<file path="config.mk">
export PLATFORM = sky130hd
export DESIGN_NAME = cbq_cell
export DESIGN_NICKNAME = d
export VERILOG_FILES = /design/src/sv/cbq_pkg.sv /design/src/sv/cbq_cell.sv
export SDC_FILE = /design/constraint.sdc
export NUM_CORES = 2
export LEC_CHECK = 0
export BUFFER_PORTS_ARGS = -buffer_cell sky130_fd_sc_hd__buf_4
export CAP_MARGIN = 0
export CORE_ASPECT_RATIO = 0.9
export CORE_MARGIN = 3
export CORE_UTILIZATION = 60
export CTS_CLUSTER_DIAMETER = 40
export CTS_CLUSTER_SIZE = 12
export DETAILED_ROUTE_END_ITERATION = 8
export GPL_TIMING_DRIVEN = 0
export MAX_ROUTING_LAYER = met4
export PLACE_DENSITY_LB_ADDON = 0.12
export SLEW_MARGIN = 20
export SYNTH_ARGS = -nofsm -noshare
export SYNTH_HDL_FRONTEND = slang
export SYNTH_SLANG_ARGS = --single-unit
</file>
<file path="constraint.sdc">
create_clock -name clk -period 8.9 [get_ports clk]
set_input_delay 0.89 -clock clk [delete_from_list [all_inputs] [get_ports clk]]
set_output_delay 0.89 -clock clk [all_outputs]
set_load 0.01 [all_outputs]
</file>
<file path="src/sv/cbq_pkg.sv">
`timescale 1ns / 1ps
// ---------------------------------------------------------------------------
// cbq_pkg
// Shared widths, coefficient ROM contents and helpers for the biquad cascade.
// ---------------------------------------------------------------------------
package cbq_pkg;

  localparam int SAMPLE_W = 16;
  localparam int SIG_W    = 40;
  localparam int COEF_W   = 24;
  localparam int ACC_W    = 64;
  localparam int HALF_W   = SIG_W / 2;

  localparam int TAPS_PER_STAGE  = 3;
  localparam int WORDS_PER_STAGE = TAPS_PER_STAGE + 2;

  localparam int DEF_STAGES          = 4;
  localparam int DEF_COEF_FRAC_BITS  = 22;
  localparam int DEF_STATE_FRAC_BITS = 16;

  localparam int DESIGN_STAGES = 4;
  localparam int DESIGN_FRAC   = 30;

  // Word order within a section
  localparam int W_B0 = 0;
  localparam int W_B1 = 1;
  localparam int W_B2 = 2;
  localparam int W_A1 = 3;
  localparam int W_A2 = 4;

  localparam logic signed [ACC_W-1:0] SIG_MAX  = 64'sd549755813887;
  localparam logic signed [ACC_W-1:0] SIG_MIN  = -64'sd549755813888;
  localparam logic signed [ACC_W-1:0] COEF_MAX = 64'sd8388607;
  localparam logic signed [ACC_W-1:0] COEF_MIN = -64'sd8388608;

  // Designed sections in Q2.30: b0, b1, b2, a1, a2
  localparam logic signed [31:0] DESIGN_Q30 [DESIGN_STAGES*WORDS_PER_STAGE] = '{
    32'sd1071125,    32'sd1071125,    32'sd0,          -32'sd978078064,  32'sd0,
    32'sd1073741824, -32'sd1678152825, 32'sd1073741824, -32'sd1973331733, 32'sd936757797,
    32'sd1073741824, -32'sd1950226269, 32'sd1073741824, -32'sd2002199475, 32'sd1009895658,
    32'sd1073741824, -32'sd1995102310, 32'sd1073741824, -32'sd2026270286, 32'sd1056897543
  };

  typedef struct packed {
    logic                    valid;
    logic signed [SIG_W-1:0] data;
  } cbq_sig_t;

  // Round a design word to the chosen fraction width and clamp to 24 bits;
  // sections past the design pass their input through.
  function automatic logic signed [COEF_W-1:0] rom_word(input int stage, input int k,
                                                        input int frac);
    logic signed [ACC_W-1:0] q30;
    logic signed [ACC_W-1:0] half;
    logic signed [ACC_W-1:0] v;
    int                      sh;
    sh = DESIGN_FRAC - frac;
    if (stage < DESIGN_STAGES) begin
      q30 = ACC_W'(DESIGN_Q30[stage*WORDS_PER_STAGE + k]);
    end else if (k == W_B0) begin
      q30 = 64'sd1 <<< DESIGN_FRAC;
    end else begin
      q30 = 64'sd0;
    end
    half = (sh > 0) ? (64'sd1 <<< (sh - 1)) : 64'sd0;
    v = (q30 + half) >>> sh;
    if (v > COEF_MAX) v = COEF_MAX;
    if (v < COEF_MIN) v = COEF_MIN;
    return v[COEF_W-1:0];
  endfunction

  function automatic logic signed [SIG_W-1:0] sat40(input logic signed [ACC_W-1:0] v);
    logic signed [ACC_W-1:0] c;
    c = v;
    if (v > SIG_MAX) c = SIG_MAX;
    if (v < SIG_MIN) c = SIG_MIN;
    return c[SIG_W-1:0];
  endfunction

endpackage

</file>
<file path="src/sv/cbq_cell.sv">
`timescale 1ns / 1ps
// ---------------------------------------------------------------------------
// cbq_cell
// One direct-form-II biquad section with its two delay words and a
// split 24x40 multiply-accumulate sequenced one product at a time.
// ---------------------------------------------------------------------------
module cbq_cell #(
  parameter int STAGE_IDX     = 0,
  parameter int COEF_FRAC_BITS = cbq_pkg::DEF_COEF_FRAC_BITS
) (
  input  logic              clk,
  input  logic              rst_n,
  input  cbq_pkg::cbq_sig_t x_in,
  output logic              in_ready,
  output cbq_pkg::cbq_sig_t y_out,
  input  logic              out_ready
);

  localparam int SW = cbq_pkg::SIG_W;
  localparam int CW = cbq_pkg::COEF_W;
  localparam int AW = cbq_pkg::ACC_W;
  localparam int HW = cbq_pkg::HALF_W;

  localparam logic [1:0] S_IDLE = 2'd0;
  localparam logic [1:0] S_MUL  = 2'd1;
  localparam logic [1:0] S_ACC  = 2'd2;
  localparam logic [1:0] S_DONE = 2'd3;

  // Product order: feedback first, then feed-forward
  localparam logic [2:0] STEP_A1 = 3'd0;
  localparam logic [2:0] STEP_A2 = 3'd1;
  localparam logic [2:0] STEP_B0 = 3'd2;
  localparam logic [2:0] STEP_B1 = 3'd3;
  localparam logic [2:0] STEP_B2 = 3'd4;

  localparam logic signed [CW-1:0] C_B0 = cbq_pkg::rom_word(STAGE_IDX, cbq_pkg::W_B0, COEF_FRAC_BITS);
  localparam logic signed [CW-1:0] C_B1 = cbq_pkg::rom_word(STAGE_IDX, cbq_pkg::W_B1, COEF_FRAC_BITS);
  localparam logic signed [CW-1:0] C_B2 = cbq_pkg::rom_word(STAGE_IDX, cbq_pkg::W_B2, COEF_FRAC_BITS);
  localparam logic signed [CW-1:0] C_A1 = cbq_pkg::rom_word(STAGE_IDX, cbq_pkg::W_A1, COEF_FRAC_BITS);
  localparam logic signed [CW-1:0] C_A2 = cbq_pkg::rom_word(STAGE_IDX, cbq_pkg::W_A2, COEF_FRAC_BITS);

  logic [1:0]               state_r, state_nxt;
  logic [2:0]               step_r, step_nxt;
  logic signed [AW-1:0]     acc_r, acc_nxt;
  logic signed [SW-1:0]     w0_r, w0_nxt;
  logic signed [SW-1:0]     w1_r, w1_nxt;
  logic signed [SW-1:0]     w2_r, w2_nxt;
  logic signed [SW-1:0]     y_r, y_nxt;
  logic signed [CW+HW:0]    pl_r, pl_nxt;
  logic signed [CW+HW-1:0]  ph_r, ph_nxt;

  logic signed [CW-1:0]     coef_sel;
  logic signed [SW-1:0]     op_sel;
  logic signed [AW-1:0]     prod_full;
  logic signed [AW-1:0]     prod;
  logic signed [AW-1:0]     acc_sum;
  logic                     take;

  assign in_ready = (state_r == S_IDLE);
  assign take     = (state_r == S_DONE) && out_ready;
  assign y_out    = '{valid: (state_r == S_DONE), data: y_r};

  always_comb begin
    case (step_r)
      STEP_A1: begin coef_sel = C_A1; op_sel = w1_r; end
      STEP_A2: begin coef_sel = C_A2; op_sel = w2_r; end
      STEP_B0: begin coef_sel = C_B0; op_sel = w0_r; end
      STEP_B1: begin coef_sel = C_B1; op_sel = w1_r; end
      STEP_B2: begin coef_sel = C_B2; op_sel = w2_r; end
      default: begin coef_sel = '0;   op_sel = '0;   end
    endcase
  end

  // Recombine the two partial products, floor-shift, then accumulate
  assign prod_full = (AW'(ph_r) <<< HW) + AW'(pl_r);
  assign prod      = prod_full >>> COEF_FRAC_BITS;
  assign acc_sum   = (step_r == STEP_A1 || step_r == STEP_A2) ? (acc_r - prod)
                                                              : (acc_r + prod);

  always_comb begin
    state_nxt = state_r;
    step_nxt  = step_r;
    acc_nxt   = acc_r;
    w0_nxt    = w0_r;
    w1_nxt    = w1_r;
    w2_nxt    = w2_r;
    y_nxt     = y_r;
    pl_nxt    = pl_r;
    ph_nxt    = ph_r;
    case (state_r)
      S_IDLE: begin
        if (x_in.valid) begin
          acc_nxt   = AW'(x_in.data);
          step_nxt  = STEP_A1;
          state_nxt = S_MUL;
        end
      end
      S_MUL: begin
        pl_nxt    = (CW+HW+1)'(coef_sel * $signed({1'b0, op_sel[HW-1:0]}));
        ph_nxt    = (CW+HW)'(coef_sel * $signed(op_sel[SW-1:HW]));
        state_nxt = S_ACC;
      end
      S_ACC: begin
        step_nxt  = step_r + 3'd1;
        state_nxt = S_MUL;
        if (step_r == STEP_A2) begin
          w0_nxt  = cbq_pkg::sat40(acc_sum);
          acc_nxt = '0;
        end else if (step_r == STEP_B2) begin
          y_nxt     = cbq_pkg::sat40(acc_sum);
          w2_nxt    = w1_r;
          w1_nxt    = w0_r;
          state_nxt = S_DONE;
        end else begin
          acc_nxt = acc_sum;
        end
      end
      S_DONE: begin
        if (take) state_nxt = S_IDLE;
      end
      default: state_nxt = S_IDLE;
    endcase
  end

  always_ff @(posedge clk) begin
    if (!rst_n) begin
      state_r <= S_IDLE;
      step_r  <= STEP_A1;
      w1_r    <= '0;
      w2_r    <= '0;
    end else begin
      state_r <= state_nxt;
      step_r  <= step_nxt;
      w1_r    <= w1_nxt;
      w2_r    <= w2_nxt;
    end
  end

  always_ff @(posedge clk) begin
    acc_r <= acc_nxt;
    w0_r  <= w0_nxt;
    y_r   <= y_nxt;
    pl_r  <= pl_nxt;
    ph_r  <= ph_nxt;
  end

  a_done_hold: assert property (@(posedge clk) disable iff (!rst_n)
    (state_r == S_DONE && !out_ready) |=> (state_r == S_DONE && $stable(y_r)))
    else $error("section result dropped while downstream busy");

  a_step_range: assert property (@(posedge clk) disable iff (!rst_n)
    (state_r == S_MUL || state_r == S_ACC) |-> (step_r <= STEP_B2))
    else $error("section step counter out of range");

  a_delay_hold: assert property (@(posedge clk) disable iff (!rst_n)
    (state_r != S_ACC) |=> ($stable(w1_r) && $stable(w2_r)))
    else $error("delay words changed outside the final accumulate");

endmodule
</file>
== Word-level counts from Yosys, hierarchy flattened ==
Index checks and enable logic that the tools add are counted.
Operators by class
  reductions and logical operators: 13
  add/sub/neg operators: 4
  $mul: 2
  bitwise operators: 1
  multiplexer cells: 16
  equal/unequal tests: 10
  $lt $le $gt $ge: 2
Operator list (number)
  $mux W64: 4
  $pmux W64 S2: 1
  $pmux W40 S3: 1
  $mux W40: 2
  $add A64 B42 Y64: 1
  $add A64 B45 Y64: 1
  $gt A64 B40 Y1 const B: 1
  $lt A64 B40 Y1 const B: 1
  $sub A64 B42 Y64: 1
  $pmux W24 S2: 1
  $mul A24 B21 Y45: 1
  $mul A24 B20 Y44: 1
  $mux W2: 4
  $pmux W2 S4: 1
  $eq A3 B2 Y1 const B: 2
  $pmux W3 S2: 1
  $reduce_and A2 Y1: 3
  $reduce_and A3 Y1: 2
  $reduce_or A2 Y1: 3
  $eq A2 B2 Y1 const B: 2
  $add A3 B1 Y3 const B: 1
  $eq A3 B1 Y1 const B: 1
  $eq A3 B3 Y1 const B: 1
  $logic_not A3 Y1: 1
  other kinds (10): 10
Word-level totals
  output and inout bits: 42
  input bits: 44
  logic and storage cells: 57
  bits in registers: 318

== Logic depth before layout (Yosys ltp) ==
  depth after elaboration: 6
  depth in mapped cells: 37

== Worst setup path after synthesis ==
OpenSTA, ideal clock, no wires.
  path type: reg2reg
  start point: reg step_r[0]
  end point: reg pl_r[44] (data pin)
  period minus slack after synthesis: 9.239 ns
  data arrival time: 8.979 ns
  buffers on the path: 3
  library setup time: 0.260 ns
  slack: -0.339 ns
  stages on the path, launching flop included: 34
  cells stage by stage: dfxtp_1 -> inv_1 -> ha_1 -> clkbuf_1 -> nor2b_1 -> or2_0 -> clkbuf_1 -> buf_1 -> a222oi_1 -> nor3_1 -> inv_1 -> fa_1 -> inv_1 -> fa_1 -> fa_1 -> fa_1 -> inv_1 -> fa_1 -> inv_1 -> fa_1 -> fa_1 -> ha_1 -> a21o_1 -> a21o_1 -> a21oi_1 -> o21ai_0 -> a221oi_1 -> o32ai_1 -> o41ai_1 -> o2111ai_1 -> a21oi_1 -> inv_1 -> a21oi_1 -> xnor2_1
On the way
  word-level cells in the longest chain between the ends: 4
Ends and longest elaborated chain
  start: declaration: RTL line cbq_cell.sv:43  | logic [2:0] step_r, step_nxt;
  start signal: assignment: RTL line cbq_cell.sv:133  | step_r <= step_nxt;
  $eq A3 B1 Y1 (tied with other cells): RTL line cbq_cell.sv:64  | case (step_r)
  $reduce_or A2 Y1 (no source line)
  $pmux W40 S3 or $pmux W24 S2 (tied branches): RTL line cbq_cell.sv:64
  $mul A24 B21 Y45 *: RTL line cbq_cell.sv:99  | pl_nxt = (CW+HW+1)'(coef_sel * $signed({1'b0, op_sel[HW-1:0]}));
  end signal: assignment: RTL line cbq_cell.sv:143  | pl_r <= pl_nxt;
  end: declaration: RTL line cbq_cell.sv:49  | logic signed [CW+HW:0] pl_r, pl_nxt;
Mark *: on every way between the ends. The rest lies on a longest branch, timed or not.
A chain may end at the register's enable or synchronous reset.

== Worst setup path after layout ==
Same ends and word-level chain as after synthesis.

==> summary.md <==
| Metric | Value |
|---|---|
| Status | `finished with violations` |
| Violated checks | `negative setup slack` |
| Synth cell count leaders | `inv_1 (907), fa_1 (648), ha_1 (458), nand2_1 (404), edfxtp_1 (213)` |
| Post-synth ARST share | `0%` |
| Drt first pass iters | `8` |
| H-tree depth | `2` |
| Post-synth cell types | `94` |
| Worst clock skew | `approximately 0.037 ns` |
| GRT overflow | `0` |
| CTS Sinks | `slightly below 300` |
| Max incr delay on CP | `roughly 0.51 ns` |
| Detailed Route WL | `between 100 and 150 mm` |
| Syn. warnings | `0` |
| Top FF cell, synth | `edfxtp_1` |
| Port Buffer Count | `84` |
| Post-Syn Area | `42850 sq um` |
| Final Critical Period | `between 8 and 9 ns` |
| Sequential-to-total area share from yosys stat | `18.90%` |
| Hold endpoint | `w2_r[33]$_SDFFE_PN0P_` |
| Most instantiated library cell after synthesis | `inv_1` |
| Pwr Total | `6.182 mW` |
| Core footprint | `approximately 70000 sq um` |
| FF-to-FF End | `pl_r[44]$_DFFE_PN_` |
| Final Max Tran Viols | `0` |
| Max stage delay cell, worst path | `a222oi_1` |
| Io pins | `86` |
| Worst Tran Pin Value | `about 1.1 ns` |
| Flops & latches, synth | `about 300` |
| Worst-path clk slew | `about 0.06 ns` |
| Initial DRC Count | `3512` |
| Placed Cells | `5497` |
| Critical path required time | `9.22 ns` |
| Slew margin rel. | `a little over a quarter` |
| Number of CTS-inserted buffers | `47` |
| Via count | `~34000` |
| GP Congestion | `between 1 and 1.5` |
| Maximum root-to-sink buffer count | `3` |
| # DRC | `0` |
| Endpoints failing setup | `3` |
| Cts-stage hold buffer count | `0` |
| Synthesized area per cell | `around 9.6 sq um` |
| Worst R2R Start | `step_r[0]$_SDFFE_PN0P_` |
| Avg WL per Cell | `between 20 and 25 microns` |
| Util after Layout | `71.18%` |
| R2R setup slack | `-0.07 ns` |
| GRT Util Overall | `35.58%` |
| Die Wd | `287.7 microns` |
| Post-synth EDFFs | `about 210` |
| Setup ws final | `-0.06846 ns` |
| CTS tree | `built` |
| First-pass GRT wire length | `between 150 and 200 mm` |
| CTS root buffer | `clkbuf_16` |
| Via density | `around 5.9` |
| Leakage | `around 24 nW` |
| Cells on Worst Hold Path | `2` |
| Post-DP HPWL | `about 110 mm` |
| Most used cell, CP | `fa_1` |
| # nets final | `5947` |
| Design area | `around 50000 sq um` |
| Hold WC Path Type | `reg -> reg` |
| Layout fillers | `around 5300` |
| Setup TNS Final | `-0.1822 ns` |
| Worst EP arrival | `about 9.3 ns` |
| Power per cell area | `between 100 and 150 nW/um^2` |
| Biggest area consumer among synthesized cells | `fa_1` |
| Full die area | `74670 sq um` |
| Min-delay src | `w2_r[33]$_SDFFE_PN0P_` |
| DP Area | `between 40000 and 50000 sq um` |
| Vias in the first global route | `roughly 33000` |
| Starting Density | `60.93%` |
| DIE HEIGHT | `about 260 microns` |
| Fmax | `approximately 110 MHz` |
| Pin count of the biggest net entering global routing | `32` |
| RSZ-0062 raised after global routing | `yes` |
| Max-cap viol count | `0` |
| Post-route ant nets | `0` |
| Layout cells sized above 1 | `16.50%` |
| Setup crit end kind | `register` |
| Max IR drop VDD | `~160 uV` |
| Hold Violations, Final | `0` |
| Final period util | `100.8%` |
| Synth area leaders | `fa_1 (30%), edfxtp_1 (15%), ha_1 (13%)` |
| Worst r2r path cells | `34` |
| Area delta synth->final | `16.83%` |
| Startpoint types | `register` |
| Mapped Cells | `4462` |
| Setup CP Type | `reg -> reg` |
| Crit-path max FO | `5` |
| Finished Layout Cells | `5777` |
| Worst slack, placed | `-3.396 ns` |
| Worst hold margin | `between 0.4 and 0.5 ns` |
| Antenna violations before repair | `3` |
| Area share of the leading cell type in the synthesized netlist | `slightly above 30%` |
| Clock insertion delay at the later pin of the skew report | `about 0.63 ns` |
| # rows | `between 90 and 100` |
cells in the final DEF (no fill, tap or decap), drive strengths merged, types with 9 or more instances in the layout:
cell / Yosys / final
a211oi: 12 / 12
a21boi: 88 / 88
a21o: 96 / 96
a21oi: 169 / 169
a222oi: 40 / 40
a22oi: 45 / 45
a31o: 9 / 9
a31oi: 23 / 23
and2: 23 / 23
and3: 24 / 24
buf: 23 / 325
clkbuf: 112 / 155
clkinvlp: 0 / 26
dfxtp: 85 / 85
edfxtp: 213 / 213
fa: 648 / 648
ha: 458 / 458
inv: 908 / 900
nand2: 405 / 405
nand2b: 21 / 21
nand3: 32 / 32
nand4: 42 / 42
nor2: 198 / 198
nor2b: 29 / 29
nor3: 87 / 87
nor4: 17 / 17
o2111ai: 9 / 9
o211a: 9 / 9
o211ai: 17 / 17
o21a: 30 / 30
o21ai: 170 / 170
o21bai: 25 / 25
o31ai: 16 / 16
or2: 32 / 32
or3: 26 / 26
xnor2: 120 / 120
xor2: 69 / 69
sequential cells by signal (all words and copies together), names as in the netlist:
signal	flops
w2_r	40
w0_r	40
acc_r	64
w1_r	40
state_r	2
step_r	3
y_r	40
ph_r	44
pl_r	25
power by group:
part	switching, mW	internal (mW)	leakage [nW]
logic	1.71	0.920	20.4
registers	0.0264	1.64	2.70
clock network	0.768	1.11	0.784
critical path, delay by kind of cell (launching register included):
family	cells	cell delay, ns
and+or+nand+nor	4	0.70
adders and majority gates	9	3.92
xor gates and xnor gates	1	0.15
DFF	1	0.38
buffers and inverters	10	1.02
AOI/OAI and AO/OA	10	2.49
final cells by class:
type	instances	area [sq um]	area share [%]
timing repair buffer	298	2467	4.929
antenna	1	2.502	0.004999
clock inverter	28	351.6	0.7023
multi-input combinational	3122	32460	64.84
buffer	122	706.9	1.412
tap	940	1176	2.349
inverter	908	3516	7.023
sequential	298	8107	16.19
clock buffer	60	1276	2.549
kinds of logic (layout without fill, tap and decap cells):
group	Yosys count	in the layout	synth area share (%)
fa+ha+maj	1106	1106	43.65
buf+inv	1043	1416	9.201
simple gates	978	978	10.69
compound gates	839	839	13.50
flops	298	298	18.90
xor+xnor	189	189	3.863
mux	8	8	0.1898
other cells	1	3	0.008751
routing by layer:
metal  up-vias  routed length, microns  GRT usage, %
met5         -                       0             -
met4         0                    4186         10.20
met3       246                   14020         8.745
met2      1629                   56160         51.33
met1     16790                   54330         50.20
li1      15480                       -             -
worst max path at each step:
stage,from,to,slack (ns),cells past startpoint
floorplan,step_r[0]$_SDFFE_PN0P_,pl_r[44]$_DFFE_PN_,-0.12,35
global placement,step_r[0]$_SDFFE_PN0P_,pl_r[44]$_DFFE_PN_,-3.15,35
detailed placement,step_r[0]$_SDFFE_PN0P_,pl_r[44]$_DFFE_PN_,-3.40,32
CTS,step_r[0]$_SDFFE_PN0P_,pl_r[44]$_DFFE_PN_,-0.04,33
global route,step_r[0]$_SDFFE_PN0P_,ph_r[42]$_DFFE_PN_,-0.32,33
finish,step_r[0]$_SDFFE_PN0P_,pl_r[44]$_DFFE_PN_,-0.07,34
repair_timing:
item,CTS,global route
cloned,1,0
pin swaps,148,88
setup endpoints to repair,138,99
buffers inserted,127,77
gates resized for setup,303,192
Power figures use the tool's default switching activity.
